[src/sv/ffpx_pkg.sv]
`timescale 1ns / 1ps

package ffpx_pkg;

    localparam int unsigned CNT_W     = 4;
    localparam int unsigned CFG_IDX_W = 2;
    localparam int unsigned N_COLORS  = 5;

    // byte positions of the check byte, the two start bytes, the source byte and the first color byte
    localparam logic [CNT_W-1:0] CHECK_POS       = 4'd8;
    localparam logic [CNT_W-1:0] START_ONE_POS   = 4'd0;
    localparam logic [CNT_W-1:0] START_TWO_POS   = 4'd1;
    localparam logic [CNT_W-1:0] SOURCE_POS      = 4'd2;
    localparam logic [CNT_W-1:0] COLOR_FIRST_POS = 4'd3;

    localparam logic [CFG_IDX_W-1:0] REG_START_ONE   = 2'd0;
    localparam logic [CFG_IDX_W-1:0] REG_START_TWO   = 2'd1;
    localparam logic [CFG_IDX_W-1:0] REG_COLOR_COUNT = 2'd2;

    localparam logic [7:0] START_ONE_RST   = 8'hA5;
    localparam logic [7:0] START_TWO_RST   = 8'h5A;
    localparam logic [7:0] COLOR_COUNT_RST = 8'd8;
    localparam logic [7:0] SOURCE_MAX      = 8'd1;

    typedef enum logic [2:0] {
        ST_OK        = 3'd0,
        ST_TOO_SHORT = 3'd1,
        ST_START_BAD = 3'd2,
        ST_INVALID   = 3'd3,
        ST_CHECKSUM  = 3'd4
    } t_status;

    typedef struct packed {
        logic [7:0] start_one;
        logic [7:0] start_two;
        logic [7:0] color_count;
    } t_cfg;

    typedef struct packed {
        t_status    status;
        logic       frame_src;
        logic [7:0] body_color;
        logic [7:0] center_color;
        logic [7:0] ball_color_a;
        logic [7:0] ball_color_b;
        logic [7:0] ball_color_c;
    } t_result;

endpackage

[src/sv/ffpx_cfg_regs.sv]
`timescale 1ns / 1ps

module ffpx_cfg_regs (
    input  logic                           i_clk,
    input  logic                           i_rst_n,
    input  logic                           i_cfg_we,
    input  logic [ffpx_pkg::CFG_IDX_W-1:0] i_cfg_addr,
    input  logic [7:0]                     i_cfg_wdata,
    output ffpx_pkg::t_cfg                 o_cfg
);

    ffpx_pkg::t_cfg r_cfg;

    always_ff @(posedge i_clk) begin
        if (!i_rst_n) begin
            r_cfg.start_one   <= ffpx_pkg::START_ONE_RST;
            r_cfg.start_two   <= ffpx_pkg::START_TWO_RST;
            r_cfg.color_count <= ffpx_pkg::COLOR_COUNT_RST;
        end else if (i_cfg_we) begin
            case (i_cfg_addr)
                ffpx_pkg::REG_START_ONE:   r_cfg.start_one   <= i_cfg_wdata;
                ffpx_pkg::REG_START_TWO:   r_cfg.start_two   <= i_cfg_wdata;
                ffpx_pkg::REG_COLOR_COUNT: r_cfg.color_count <= i_cfg_wdata;
                default: ;
            endcase
        end
    end

    assign o_cfg = r_cfg;

endmodule

[src/sv/ffpx_parser.sv]
`timescale 1ns / 1ps

module ffpx_parser (
    input  logic             i_clk,
    input  logic             i_rst_n,
    input  ffpx_pkg::t_cfg   i_cfg,
    input  logic             i_en,
    input  logic [7:0]       i_data_byte,
    input  logic             i_last_byte,
    output logic             o_res_valid,
    output ffpx_pkg::t_result o_res
);

    logic [ffpx_pkg::CNT_W-1:0] r_count, n_count;
    logic [7:0]                 r_xor, n_xor;
    logic                       r_hdr_bad, n_hdr_bad;
    logic [7:0]                 r_src, n_src;
    logic [7:0]                 r_colors [ffpx_pkg::N_COLORS];
    logic [7:0]                 n_colors [ffpx_pkg::N_COLORS];
    logic                       r_drain, n_drain;

    logic              col_bad;
    ffpx_pkg::t_status verdict;
    logic              restart;

    // frame check on the ninth byte
    always_comb begin
        if (r_src == 8'd0) begin
            col_bad = (r_colors[0] >= i_cfg.color_count) ||
                      (r_colors[1] >= i_cfg.color_count);
        end else begin
            col_bad = (r_colors[2] >= i_cfg.color_count) ||
                      (r_colors[3] >= i_cfg.color_count) ||
                      (r_colors[4] >= i_cfg.color_count);
        end
        if (r_hdr_bad) begin
            verdict = ffpx_pkg::ST_START_BAD;
        end else if (r_src > ffpx_pkg::SOURCE_MAX || col_bad) begin
            verdict = ffpx_pkg::ST_INVALID;
        end else if (r_xor != i_data_byte) begin
            verdict = ffpx_pkg::ST_CHECKSUM;
        end else begin
            verdict = ffpx_pkg::ST_OK;
        end
    end

    always_comb begin
        n_count   = r_count;
        n_xor     = r_xor;
        n_hdr_bad = r_hdr_bad;
        n_src     = r_src;
        n_drain   = r_drain;
        for (int i = 0; i < ffpx_pkg::N_COLORS; i++) begin
            n_colors[i] = r_colors[i];
        end
        restart      = 1'b0;
        o_res_valid  = 1'b0;
        o_res        = '0;
        o_res.status = ffpx_pkg::ST_OK;

        if (i_en) begin
            if (r_drain) begin
                restart = i_last_byte;
            end else if (r_count != ffpx_pkg::CHECK_POS) begin
                if (r_count == ffpx_pkg::START_ONE_POS && i_data_byte != i_cfg.start_one) begin
                    n_hdr_bad = 1'b1;
                end
                if (r_count == ffpx_pkg::START_TWO_POS && i_data_byte != i_cfg.start_two) begin
                    n_hdr_bad = 1'b1;
                end
                if (r_count == ffpx_pkg::SOURCE_POS) begin
                    n_src = i_data_byte;
                end
                for (int i = 0; i < ffpx_pkg::N_COLORS; i++) begin
                    if (r_count == ffpx_pkg::COLOR_FIRST_POS + ffpx_pkg::CNT_W'(i)) begin
                        n_colors[i] = i_data_byte;
                    end
                end
                n_xor   = r_xor ^ i_data_byte;
                n_count = r_count + 1'b1;
                if (i_last_byte) begin
                    o_res_valid  = 1'b1;
                    o_res.status = ffpx_pkg::ST_TOO_SHORT;
                    restart      = 1'b1;
                end
            end else begin
                o_res_valid  = 1'b1;
                o_res.status = verdict;
                if (verdict == ffpx_pkg::ST_OK) begin
                    o_res.frame_src = r_src[0];
                    if (r_src == 8'd0) begin
                        o_res.body_color   = r_colors[0];
                        o_res.center_color = r_colors[1];
                    end else begin
                        o_res.ball_color_a = r_colors[2];
                        o_res.ball_color_b = r_colors[3];
                        o_res.ball_color_c = r_colors[4];
                    end
                end
                restart = i_last_byte;
                n_drain = !i_last_byte;
            end
        end

        if (restart) begin
            n_count   = '0;
            n_xor     = '0;
            n_hdr_bad = 1'b0;
            n_src     = '0;
            n_drain   = 1'b0;
            for (int i = 0; i < ffpx_pkg::N_COLORS; i++) begin
                n_colors[i] = '0;
            end
        end
    end

    always_ff @(posedge i_clk) begin
        if (!i_rst_n) begin
            r_count   <= '0;
            r_xor     <= '0;
            r_hdr_bad <= 1'b0;
            r_src     <= '0;
            r_drain   <= 1'b0;
            for (int i = 0; i < ffpx_pkg::N_COLORS; i++) begin
                r_colors[i] <= '0;
            end
        end else begin
            r_count   <= n_count;
            r_xor     <= n_xor;
            r_hdr_bad <= n_hdr_bad;
            r_src     <= n_src;
            r_drain   <= n_drain;
            for (int i = 0; i < ffpx_pkg::N_COLORS; i++) begin
                r_colors[i] <= n_colors[i];
            end
        end
    end

endmodule

[src/sv/ffpx_out_reg.sv]
`timescale 1ns / 1ps

module ffpx_out_reg (
    input  logic              i_clk,
    input  logic              i_rst_n,
    input  logic              i_res_valid,
    input  ffpx_pkg::t_result i_res,
    input  logic              i_tready,
    output logic              o_adv,
    output logic              o_valid,
    output ffpx_pkg::t_result o_res
);

    logic              r_valid;
    ffpx_pkg::t_result r_res;

    // the stage ahead may move whenever this register is empty or being drained
    assign o_adv = !r_valid || i_tready;

    always_ff @(posedge i_clk) begin
        if (!i_rst_n) begin
            r_valid <= 1'b0;
        end else if (o_adv) begin
            r_valid <= i_res_valid;
        end
    end

    always_ff @(posedge i_clk) begin
        if (o_adv && i_res_valid) begin
            r_res <= i_res;
        end
    end

    assign o_valid = r_valid;
    assign o_res   = r_res;

endmodule

[src/sv/fixed_frame_parser_xor_check_top.sv]
`timescale 1ns / 1ps

// Fixed 9-byte frame parser with XOR check byte.
// Input stream: one buffer byte per transfer on s_axis_tdata[7:0], s_axis_tlast on the
// final byte of a buffer. Frame: two start bytes, source byte, five color bytes,
// check byte (XOR of bytes 0..7). The ninth byte, or tlast before it, yields one
// result on m_axis (source flag on m_axis_tuser); later bytes give nothing until
// tlast, which restarts the frame.
// Configuration: write strobe i_cfg_we with i_cfg_addr 0 start byte one, 1 start
// byte two, 2 color count; takes effect on the next byte processed.
// Path: a byte moves into the input register, the parser works on it from there, and
// its result is captured in the output register that drives m_axis.
// Throughput: one byte per cycle while no held result stalls the output register; the
// parser sits between the input and the result registers.
// Reset (synchronous, active low): frame state cleared, registers back to A5/5A/8,
// both channels empty.
// Stall: a held result keeps the parser frozen; s_axis_tready drops once the input
// register holds a byte, so one more byte lands there only if it was empty.
module fixed_frame_parser_xor_check_top (
    input  logic                           i_clk,
    input  logic                           i_rst_n,
    input  logic                           s_axis_tvalid,
    output logic                           s_axis_tready,
    input  logic [7:0]                     s_axis_tdata,  // [7:0] data_byte
    input  logic                           s_axis_tlast,
    output logic                           m_axis_tvalid,
    input  logic                           m_axis_tready,
    // [2:0] status, [10:3] body_color, [18:11] center_color, [26:19] ball_color_a,
    // [34:27] ball_color_b, [42:35] ball_color_c, [47:43] zero
    output logic [47:0]                    m_axis_tdata,
    output logic                           m_axis_tuser,  // [0] frame_src
    input  logic                           i_cfg_we,
    input  logic [ffpx_pkg::CFG_IDX_W-1:0] i_cfg_addr,
    input  logic [7:0]                     i_cfg_wdata
);

    ffpx_pkg::t_cfg    cfg;
    ffpx_pkg::t_result res;
    ffpx_pkg::t_result out_res;
    logic              res_valid;
    logic              adv;

    logic       r_in_valid;
    logic [7:0] r_in_byte;
    logic       r_in_last;

    assign s_axis_tready = !r_in_valid || adv;

    always_ff @(posedge i_clk) begin
        if (!i_rst_n) begin
            r_in_valid <= 1'b0;
        end else if (s_axis_tready) begin
            r_in_valid <= s_axis_tvalid;
        end
    end

    always_ff @(posedge i_clk) begin
        if (s_axis_tvalid && s_axis_tready) begin
            r_in_byte <= s_axis_tdata;
            r_in_last <= s_axis_tlast;
        end
    end

    ffpx_cfg_regs u_cfg (
        .i_clk       (i_clk),
        .i_rst_n     (i_rst_n),
        .i_cfg_we    (i_cfg_we),
        .i_cfg_addr  (i_cfg_addr),
        .i_cfg_wdata (i_cfg_wdata),
        .o_cfg       (cfg)
    );

    ffpx_parser u_parser (
        .i_clk       (i_clk),
        .i_rst_n     (i_rst_n),
        .i_cfg       (cfg),
        .i_en        (r_in_valid && adv),
        .i_data_byte (r_in_byte),
        .i_last_byte (r_in_last),
        .o_res_valid (res_valid),
        .o_res       (res)
    );

    ffpx_out_reg u_out (
        .i_clk       (i_clk),
        .i_rst_n     (i_rst_n),
        .i_res_valid (res_valid),
        .i_res       (res),
        .i_tready    (m_axis_tready),
        .o_adv       (adv),
        .o_valid     (m_axis_tvalid),
        .o_res       (out_res)
    );

    assign m_axis_tdata = {5'b00000, out_res.ball_color_c, out_res.ball_color_b,
                           out_res.ball_color_a, out_res.center_color, out_res.body_color,
                           out_res.status};
    assign m_axis_tuser = out_res.frame_src;

endmodule

[config.mk]
export PLATFORM = sky130hd
export DESIGN_NAME = fixed_frame_parser_xor_check_top
export DESIGN_NICKNAME = d
export VERILOG_FILES = /design/src/sv/ffpx_pkg.sv /design/src/sv/ffpx_cfg_regs.sv /design/src/sv/ffpx_parser.sv /design/src/sv/ffpx_out_reg.sv /design/src/sv/fixed_frame_parser_xor_check_top.sv
export SDC_FILE = /design/constraint.sdc
export NUM_CORES = 1
export LEC_CHECK = 0
export ABC_CLOCK_PERIOD_IN_PS = 7400
export BUFFER_PORTS_ARGS = -buffer_cell sky130_fd_sc_hd__buf_2
export CAP_MARGIN = 20
export CORE_MARGIN = 4
export CORE_UTILIZATION = 30
export DETAILED_ROUTE_END_ITERATION = 7
export PLACE_DENSITY = 0.56
export SLEW_MARGIN = 15
export SYNTH_ARGS = -nofsm -noshare
export SYNTH_HDL_FRONTEND = slang
export SYNTH_SLANG_ARGS = --single-unit
[constraint.sdc]
create_clock -name i_clk -period 7.4 [get_ports i_clk]
set_input_delay 1.48 -clock i_clk [delete_from_list [all_inputs] [get_ports i_clk]]
set_output_delay 1.48 -clock i_clk [all_outputs]
set_load 0.005 [all_outputs]
After elaboration in Yosys (flattened, before gate mapping)

Memories as Yosys holds them, arrays and structs flattened.
Index checks and enable logic that the tools add are counted.

Bitwise logic cells: 11
Add/subtract/negate cells: 1
Reduce and logical (&&, ||, !) cells: 30
Eq/ne operators: 13
Order comparisons: 6
Muxes and demuxes: 33

Operators by type and width:

| cell                                                           | number |
|---|---|
| 2-to-1 mux 40 bit                                              | 4 |
| 2-to-1 mux 8 bit                                               | 10 |
| >= comparator 8 bit                                            | 5 |
| inequality test 8 bit                                          | 3 |
| equality test 4 x 3 -> 1 bit (second input constant)           | 4 |
| 2-to-1 mux 1 bit                                               | 15 |
| 2-to-1 mux 3 bit                                               | 4 |
| OR reduction 5 bit                                             | 2 |
| equality test 4 x 2 -> 1 bit (second input constant)           | 2 |
| greater-than comparator 8 x 1 -> 1 bit (second input constant) | 1 |
| logical NOT 8 bit                                              | 1 |
| AND reduction 4 bit                                            | 2 |
| XOR 8 bit                                                      | 1 |
| logical OR 1 bit                                               | 6 |
| AND reduction 2 bit                                            | 3 |
| logical AND 1 bit                                              | 5 |
| inverter 1 bit                                                 | 5 |
| bitwise OR 1 bit                                               | 5 |
| adder 4 x 1 -> 4 bit (second input constant)                   | 1 |
| equality test 4 x 1 -> 1 bit (second input constant)           | 1 |
| logical NOT 4 bit                                              | 1 |
| inequality test 4 bit (second input constant)                  | 1 |
| OR reduction 2 bit                                             | 2 |
| OR reduction 4 bit                                             | 1 |
| 7 further kinds                                                | 9 |

Memory bits (writable): 40
Memories: 1
Logic and storage cells: 114
Bits of input ports: 24
Output and inout bits: 51
Flip-flop bits (word level): 101

Memory list:

| memory            | depth | bits a word | rd ports | clocked after memory_dff | write ports | line              | source |
|---|---|---|---|---|---|---|---|
| u_parser.r_colors | 5     | 8           | 5        | 0                        | 5           | ffpx_parser.sv:18 | `logic [7:0] r_colors [ffpx_pkg::N_COLORS];` |

Depth between registers and ports, before layout

Gate-level depths: netlist of the first run.
An unclocked memory read counts as a cell.

Word-level depth: 11
Depth in mapped cells: 9
Mapped depth without buffers: 7

Cells and area by module

Synthesis of the first run repeated with hierarchy kept, for this count alone.

Cells, all modules: 680
Area, all modules: 6696.4 um^2

Modules (own cells, without submodules):

| module                           | times used | area an instance (um^2) | cells an instance | sequential area each (um^2) |
|---|---|---|---|---|
| ffpx_parser                      | 1          | 3946.3                  | 511               | 1241.2 |
| ffpx_out_reg                     | 1          | 1378.8                  | 49                | 1341.3 |
| ffpx_cfg_regs                    | 1          | 994.7                   | 99                | 480.5 |
| fixed_frame_parser_xor_check_top | 1          | 376.6                   | 21                | 290.3 |

Worst setup path before layout of the first run

Ideal clock, no wire load.

Path type: input to register
Start: input port m_axis_tready
End: register u_out.r_res, in the netlist u_out.o_res[41] (data pin)
Stages on the path: 5
Buffers on the path: 0
Data arrival time: 3.277 ns
Library setup time: 0.157 ns
Path slack: 3.966 ns
Cells stage by stage: nor2b_1 -> nor3b_1 -> o21a_1 -> o211ai_1 -> o21ai_0

Word-level cells in the longest chain between the ends: 4

Ends and longest elaborated chain:

| what                                | line                                   | source |
|---|---|---|
| start: declaration                  | fixed_frame_parser_xor_check_top.sv:27 | `input logic m_axis_tready,` |
| logical OR 1 bit                    | ffpx_out_reg.sv:18                     | `assign o_adv = !r_valid \|\| i_tready;` |
| logical AND 1 bit                   | fixed_frame_parser_xor_check_top.sv:77 | `.i_en (r_in_valid && adv),` |
| inverter 1 bit (no source line)     | n/a                                    |  |
| OR reduction 2 bit (no source line) | n/a                                    |  |
| end signal: assignment              | ffpx_out_reg.sv:30                     | `r_res <= i_res;` |
| end: declaration                    | ffpx_out_reg.sv:15                     | `ffpx_pkg::t_result r_res;` |

No other way between the ends.
A chain may end at the register's enable or synchronous reset.

Worst setup path in the final report of the first run

Start: input port m_axis_tready
End: output port s_axis_tready

Word-level cells in the longest chain between the ends: 2

Ends and longest elaborated chain:

| what             | line                                   | source |
|---|---|---|
| logical OR 1 bit | ffpx_out_reg.sv:18                     |  |
| logical OR 1 bit | fixed_frame_parser_xor_check_top.sv:47 | `assign s_axis_tready = !r_in_valid \|\| adv;` |
| end: declaration | fixed_frame_parser_xor_check_top.sv:23 | `output logic s_axis_tready,` |

No other way between the ends.

==> impl_metrics.py, run 1 <==
metrics = {
    "setup_path": {
        "cpMostUsedCell": "buf_2",
        "critPathRequiredTime_ns": 5.92,
        "crit_path_start_kind": "input port",
        "end_kind": "primary output",
        "slowest_delay_ns": 0.47,
        "crit_type": "in -> out",
        "crit_slowest_cell": "nor2b_1",
        "crit_chain": "buf_2 -> nor2b_1 -> nand2_1 -> buf_2",
        "critical_path_peak_fanout": 6,
        "critical_path.top_delay_family": "simple AND/OR/NAND/NOR gates",
        "worstPathArrival_ns": 2.33,
        "path_buf_inv": 2,
    },
    "clocking": {
        "clock_sinks": 141,
        "clock_latency_ns": 0.42,
        "htree_num_levels": 4,
        "numCtsBuffers": 17,
        "clockRootBuffer": "clkbuf_16",
        "cts_tree": "done",
        "postCtsHoldBufs": 0,
        "post_cts_resized": 0,
        "cts_buffer_depth": 2,
        "postCtsSetupRepairBufs": 0,
        "clk_pin_slew_ns": 0.06,
    },
    "layout": {
        "final_nets": 776,
        "fillers": 2265,
        "multiInputGateArea_sq_um": 3050,
        "num_antenna_cells": 0,
        "seq_area_sq_um": 3350,
        "fin_util_pct": 35.9,
        "area_delta_synth_final_pct": 17.2,
        "final_layout_size_suffix_gt1_share_pct": 17.2,
    },
    "synthesis": {
        "ys_seq_area_share_pct": 50.1,
        "ys_warn_count": 0,
        "synth-seq-cells": 141,
        "ys_top_cells_by_area": "dfxtp_1 (26%), edfxtp_1 (24%), ha_1 (8.2%)",
        "synth_flop_cell": "dfxtp_1",
        "yosysMostFrequentCell": "dfxtp_1",
        "syn_area_sq_um": 6700,
        "yosys.area.top_type": "dfxtp_1",
        "syn_avg_cell_area_sq_um": 10.2,
        "synth_cells": 654,
        "synth_edf_count": 53,
        "synth.top_cell.area_share_pct": 26.3,
        "synth_cell_types": 51,
        "yosys-top-cells-count": "dfxtp_1 (88), nand2_1 (81), edfxtp_1 (53)",
        "synthArstFlopShare_pct": 0,
    },
    "drt": {
        "wl_um": 16600,
        "viasPerCell": 4.77,
        "firstDrtPassIters": 4,
        "drc": 0,
        "drtIter0Drc": 300,
        "wl_per_cell_um": 16.6,
        "ant_nets": 0,
        "via_count": 4773,
    },
    "floorplan": {
        "core_sq_um": 21900,
        "io_pins": 75,
        "dieArea_sq_um": 24800,
        "die_h_um": 157,
        "num_rows": 54,
        "initial_utilization_pct": 30.6,
        "die_w_um": 157,
    },
    "power": {
        "power_density_nw_per_um2": 228,
        "p_leak_nw": 2.90,
        "irDropWorstVdd_v": 0.000142,
    },
    "timing": {
        "period_minus_slack_ns": 3.81,
        "fmax_mhz": 263,
        "slew_headroom_pct": 32.8,
        "worst_slew_pin_slew_ns": 1.01,
        "finalHoldViolations": 0,
        "fin_skew_ns": 0.00811,
        "min_period_over_period_pct": 51.4,
        "tns_ns": 0,
        "setup_violations": 0,
        "rsz0062_at_grt": "no",
        "slew_violations": 0,
    },
    "global_route": {
        "grt_pass1_vias": 4551,
        "overflow": 0,
        "grt_pass1_wl_um": 26200,
        "grt_usage_pct": 13.9,
        "antenna_found_initial": 0,
        "grt_max_degree": 63,
    },
    "outcome": {
        "status": "finished, final reports clean",
    },
    "placed_design": {
        "hpwl_um": 11200,
        "gp_congestion": 0.824,
        "io_buffers": 69,
    },
    "job": {
        "max-cap-violations": 0,
    },
    "min_path": {
        "hold_class": "reg -> reg",
    },
}
## worst paths after layout
kind / start / cells past startpoint / endpoint / slack (ns)
worst min-delay path: u_parser.r_colors[0][0] / 2 / u_parser.r_colors[0][0] / 0.46
worst max register to register: u_cfg.o_cfg[7] / 7 / u_out.o_res[34] / 4.24
worst min register to register: u_parser.r_colors[0][0] / 2 / u_parser.r_colors[0][0] / 0.46
worst max-delay path: m_axis_tready / 4 / s_axis_tready / 3.59
## cell usage in the layout (no fill, tap or decap), types with 3 or more instances in the layout
master      n
nor3_1      5
buf_2      69
and2_1     22
xor2_1     10
nor2b_1    17
nor2_1     21
nand2b_1    8
nand3_1    49
and4b_1     3
edfxtp_1   53
a31oi_1     6
inv_1      29
ha_1       44
buf_4       6
clkinv_2    3
conb_1      5
dfxtp_1    88
a211oi_1    3
a2111oi_2  10
a2111oi_1   5
mux2i_1    24
a21oi_1    52
clkbuf_16  17
a211o_1     5
clkbuf_8    3
nand2_1    80
nand4_1     9
xnor2_1    25
o21ai_0    11
## stage by stage
| stage | instance area, sq um | hold WS (ns) | cells | worst slack (ns) | total power [mW] |
|---|---|---|---|---|---|
| 2_1_floorplan | 6710 | 0.436 | 658 | 3.97 | 0.919 |
| 3_3_place_gp | 7260 | 0.443 | 968 | 3.66 | 0.954 |
| 3_5_place_dp | 7260 | 0.449 | 968 | 3.59 | 0.955 |
| 4_1_cts | 7840 | 0.456 | 1000 | 3.59 | 1.81 |
| 5_1_grt | 7850 | 0.478 | 1001 | 3.54 | 1.85 |
| 6_report | 7850 | 0.457 | 1001 | 3.59 | 1.79 |
## worst register-to-register path: stages (launching register included)
cell and delay (ns):
dfxtp_1 0.36, inv_1 0.14, ha_1 0.37, a222oi_1 0.31, and4b_1 0.25, o31ai_1 0.14
or3_1 0.79, a2111oi_1 0.56
## cell families after synthesis
logic type                 count (synthesis)  share of synthesized area (%)
other                                      1                         0.0560
muxes                                     24                           3.59
xor gates and xnor gates                  35                           4.58
buffers and inverters                     74                           4.84
adders and majority gates                 44                           8.22
AOI/OAI and AO/OA                        105                           11.1
and+or+nand+nor                          230                           17.5
DFF                                      141                           50.1
## area by class of cell
type,count,share of cell area (%)
repair buffers,76,5.07
clock buffers,21,5.99
inverters,29,1.39
multi-input cells,443,38.9
well taps,280,4.46
flip-flops and latches,141,42.7
clock inverters,11,1.47
## registers in the layout (all words and copies together) (netlist names)
name / flops
u_parser.r_drain: 1
u_parser.r_xor: 8
r_in_byte: 8
u_out.o_valid: 1
r_in_valid: 1
u_parser.r_hdr_bad: 1
u_cfg.o_cfg: 24
r_in_last: 1
u_out.o_res: 44
u_parser.r_colors: 40
u_parser.r_src: 8
u_parser.r_count: 4
## routing by layer
metal  GRT usage, %  routed length (um)
met4           4.59                 293
met1           19.5                8150
met3           2.91                 735
met5              0                   0
met2           21.3                7460
## power breakdown
part | internal (mW) | switching (mW) | total (mW)
clock | 0.521 | 0.329 | 0.849
combinational | 0.0380 | 0.0578 | 0.0957
sequential | 0.820 | 0.0226 | 0.842
total | 1.38 | 0.409 | 1.79
No activity file was read; power rests on OpenSTA's default activity.
==> run 2, diff against run 1 <==
--- a/config.mk
+++ b/config.mk
@@ -5,7 +5,8 @@
 export SDC_FILE = /design/constraint.sdc
 export NUM_CORES = 1
 export LEC_CHECK = 0
-export ABC_CLOCK_PERIOD_IN_PS = 7400
+export ABC_AREA = 1
+export ABC_CLOCK_PERIOD_IN_PS = 3800
 export BUFFER_PORTS_ARGS = -buffer_cell sky130_fd_sc_hd__buf_2
 export CAP_MARGIN = 20
 export CORE_MARGIN = 4
==> constraint.sdc (replaced) <==
create_clock -name i_clk -period 3.8 [get_ports i_clk]
set_input_delay 0.76 -clock i_clk [delete_from_list [all_inputs] [get_ports i_clk]]
set_output_delay 0.76 -clock i_clk [all_outputs]
set_load 0.005 [all_outputs]
==> run 2 against run 1 <==
Die area is 2.6% higher. Register-to-register slack worse by 3.2 ns. Worst hold slack improved by 0.014 ns. Global-route usage is 1.0 points lower. Sequential share of layout area down 0.64 points. Setup slack got worse by 2.6 ns. Combinational power increased to 2.6 times the previous value. Via count up 2.6%. Synthesized cell count grew 15%. Critical endpoint is now u_out.o_res[1].
==> impl_metrics.py, run 2 <==
metrics = {
    "outcome": {
        "status": "finished, final reports clean",
    },
    "min_path": {
        "hold_class": "reg -> reg",
        "worstHoldStart": "u_parser.r_src[1]",
        "min_path_cells": 2,
        "hold_path_end": "u_parser.r_src[1]",
    },
    "clocking": {
        "cts_buffer_depth": 2,
        "clk_pin_slew_ns": 0.06,
        "postCtsSetupRepairBufs": 0,
        "post_cts_resized": 0,
        "clock_sinks": 141,
        "htree_num_levels": 4,
        "cts_tree": "done",
        "clockRootBuffer": "clkbuf_16",
        "clock_latency_ns": 0.42,
        "postCtsHoldBufs": 0,
        "numCtsBuffers": 17,
    },
    "drt": {
        "wl_met1_um": 7920,
        "ant_nets": 0,
        "drc": 0,
        "dr.max_layer_used": "met4",
        "firstDrtPassIters": 4,
        "wl_um": 15900,
        "met2WireLength_um": 6950,
        "via_count": 4897,
        "viasPerCell": 4.40,
        "wl_per_cell_um": 14.3,
        "wl_met3_um": 760,
        "drtIter0Drc": 241,
    },
    "timing": {
        "setup_violations": 0,
        "slew_headroom_pct": 48.4,
        "fmax_mhz": 360,
        "min_period_over_period_pct": 73.2,
        "tns_ns": 0,
        "hold_ws_ns": 0.472,
        "worst_slew_pin_slew_ns": 0.768,
        "period_minus_slack_ns": 2.78,
        "rsz0062_at_grt": "no",
        "finalHoldViolations": 0,
        "slew_violations": 0,
        "layout_setup_ws_ns": 1.02,
        "fin_skew_ns": 0.0106,
    },
    "synthesis": {
        "synth_flop_cell": "dfxtp_1",
        "yosys-top-cells-count": "nand2_1 (117), inv_1 (108), dfxtp_1 (88)",
        "syn_area_sq_um": 6880,
        "synth-seq-cells": 141,
        "ys_top_cells_by_area": "dfxtp_1 (26%), edfxtp_1 (23%), ha_1 (8.0%)",
        "synthArstFlopShare_pct": 0,
        "synth_cell_types": 34,
        "synth_cells": 750,
        "ys_seq_area_share_pct": 48.7,
        "synth.top_cell.area_share_pct": 25.6,
        "syn_avg_cell_area_sq_um": 9.18,
        "yosys.area.top_type": "dfxtp_1",
        "ys_warn_count": 0,
        "synth_edf_count": 53,
        "yosysMostFrequentCell": "nand2_1",
    },
    "power": {
        "irDropWorstVdd_v": 0.000308,
        "p_leak_nw": 3.20,
        "switching_power_uw": 885,
        "p_comb_share_pct": 7.2,
        "p_int_mw": 2.62,
        "clockPowerShare_pct": 46.1,
        "p_sw_share_pct": 25.2,
        "power_frac_seq_pct": 46.7,
        "power_density_nw_per_um2": 440,
    },
    "floorplan": {
        "initial_utilization_pct": 30.5,
        "io_pins": 75,
        "die_h_um": 159,
        "die_w_um": 159,
        "core_sq_um": 22600,
        "dieArea_sq_um": 25400,
        "num_rows": 55,
    },
    "job": {
        "max-cap-violations": 0,
    },
    "layout": {
        "stdcell_count": 1113,
        "largest_reg_flops": 44,
        "area_delta_synth_final_pct": 15.8,
        "multiInputGateArea_sq_um": 2880,
        "final_cell_mix": "nand2_1 (117), inv_1 (108), dfxtp_1 (88)",
        "num_antenna_cells": 0,
        "seq_area_sq_um": 3350,
        "final_nets": 883,
        "fillers": 2331,
        "final_layout_size_suffix_gt1_share_pct": 19.9,
        "final_common_cell": "nand2_1",
    },
    "setup_path": {
        "end_kind": "register",
        "critPathRequiredTime_ns": 4.09,
        "worstReg2RegStart": "u_cfg.o_cfg[5]",
        "slowest_delay_ns": 0.50,
        "cpMostUsedCell": "nand2_1",
        "crit_slowest_cell": "nand4_4",
        "path_buf_inv": 2,
        "crit_chain": "inv_1 -> ha_1 -> nand2_1 -> nand2_1 -> nand2_1 -> nand2_1 -> nor3_2 -> nand3_1 -> nand2_2 -> nand4_4 -> buf_4 -> nor2_4",
        "r2r_end": "u_out.o_res[1]",
        "regToRegSetupSlack_ns": 1.02,
        "critical_path.top_delay_family": "simple AND/OR/NAND/NOR gates",
        "crit_path_start_kind": "register",
        "r2r_cells": 12,
        "critical_path_peak_fanout": 19,
        "crit_type": "reg -> reg",
        "worstPathArrival_ns": 3.07,
    },
    "global_route": {
        "overflow": 0,
        "grt_pass1_wl_um": 25700,
        "grt_usage_pct": 12.8,
        "grt_pass1_vias": 4807,
        "grt_max_degree": 56,
        "antenna_found_initial": 0,
    },
    "placed_design": {
        "io_buffers": 69,
        "place_worst_setup_slack_ns": 0.968,
        "gp_congestion": 0.830,
        "hpwl_um": 11400,
        "dpl.cell_count": 1081,
    },
}
-- run 2: cell count changes after synthesis, moves of 22 or more --
cell / previous run / this run
inv_1: 29 / 108
o21ai_0: 11 / 64
nand2_1: 81 / 117
nor2_1: 21 / 52
nor2_4: 0 / 31
nand3_1: 49 / 20
clkbuf_1: 32 / 8
mux2i_1: 24 / 0
a21oi_1: 52 / 75
and2_1: 22 / 0
-- run 2: power groups by stage --
stage	registers [mW]	logic (mW)	clock network (mW)
global route	1.64	0.291	1.73
detailed placement	1.67	0.255	0
floorplan	1.65	0.193	0
finish	1.64	0.252	1.62
global placement	1.67	0.252	0
CTS	1.64	0.256	1.66
-- run 2: cells by family (layout without fill, tap and decap cells) --
family	after synthesis	after routing	share of synthesized area, %
buffers and inverters	145	219	9.83
other	1	5	0.0545
AO/OA/AOI/OAI	160	160	12.1
flip-flops	141	141	48.7
adder cells (fa/ha/maj)	44	44	8.00
XOR/XNOR	15	15	2.34
AND/OR/NAND/NOR	244	244	18.9
-- run 2: area by class of cell --
type,count,area share [%]
clock buffer,18,5.51
clock inverter,14,1.66
inverter,113,5.32
multi-input combinational,468,36.1
sequential,141,42.1
tap,285,4.47
timing repair buffer,74,4.80
-- run 2: routing by layer --
metal / up-vias / global-route usage, %
met5: - / 0
met4: 0 / 3.94
met3: 18 / 3.34
met2: 106 / 19.3
met1: 2196 / 18.1
li1: 2577 / -
-- run 2: worst register-to-register path, cell delays in order, from the launching register on --
cell and delay (ns):
dfxtp_1 0.29, inv_1 0.27, ha_1 0.31, nand2_1 0.06
nand2_1 0.05, nand2_1 0.05, nand2_1 0.07, nor3_2 0.18
nand3_1 0.15, nand2_2 0.18, nand4_4 0.50, buf_4 0.45
nor2_4 0.09
-- run 2: worst max path at each step --
stage                                 end           start  cells past startpoint  slack [ns]
after floorplan           u_out.o_res[41]   m_axis_tready                      6        0.47
after global placement     u_out.o_res[3]   m_axis_tready                     10        1.00
after detailed placement   u_out.o_res[1]   m_axis_tready                     10        0.97
after CTS                  u_out.o_res[1]  u_cfg.o_cfg[7]                     12        0.99
after global routing       u_out.o_res[1]  u_cfg.o_cfg[5]                     12        0.80
final                      u_out.o_res[1]  u_cfg.o_cfg[5]                     12        1.02
-- run 2: per-stage QoR --
stage | instance area (sq um) | power, mW | utilization, %
floorplan | 6900 | 1.85 | -
global placement | 7400 | 1.92 | 32.8
detailed placement | 7400 | 1.93 | 32.8
CTS | 7970 | 3.56 | 35.3
global route | 7970 | 3.66 | 35.3
finish | 7970 | 3.51 | 35.3
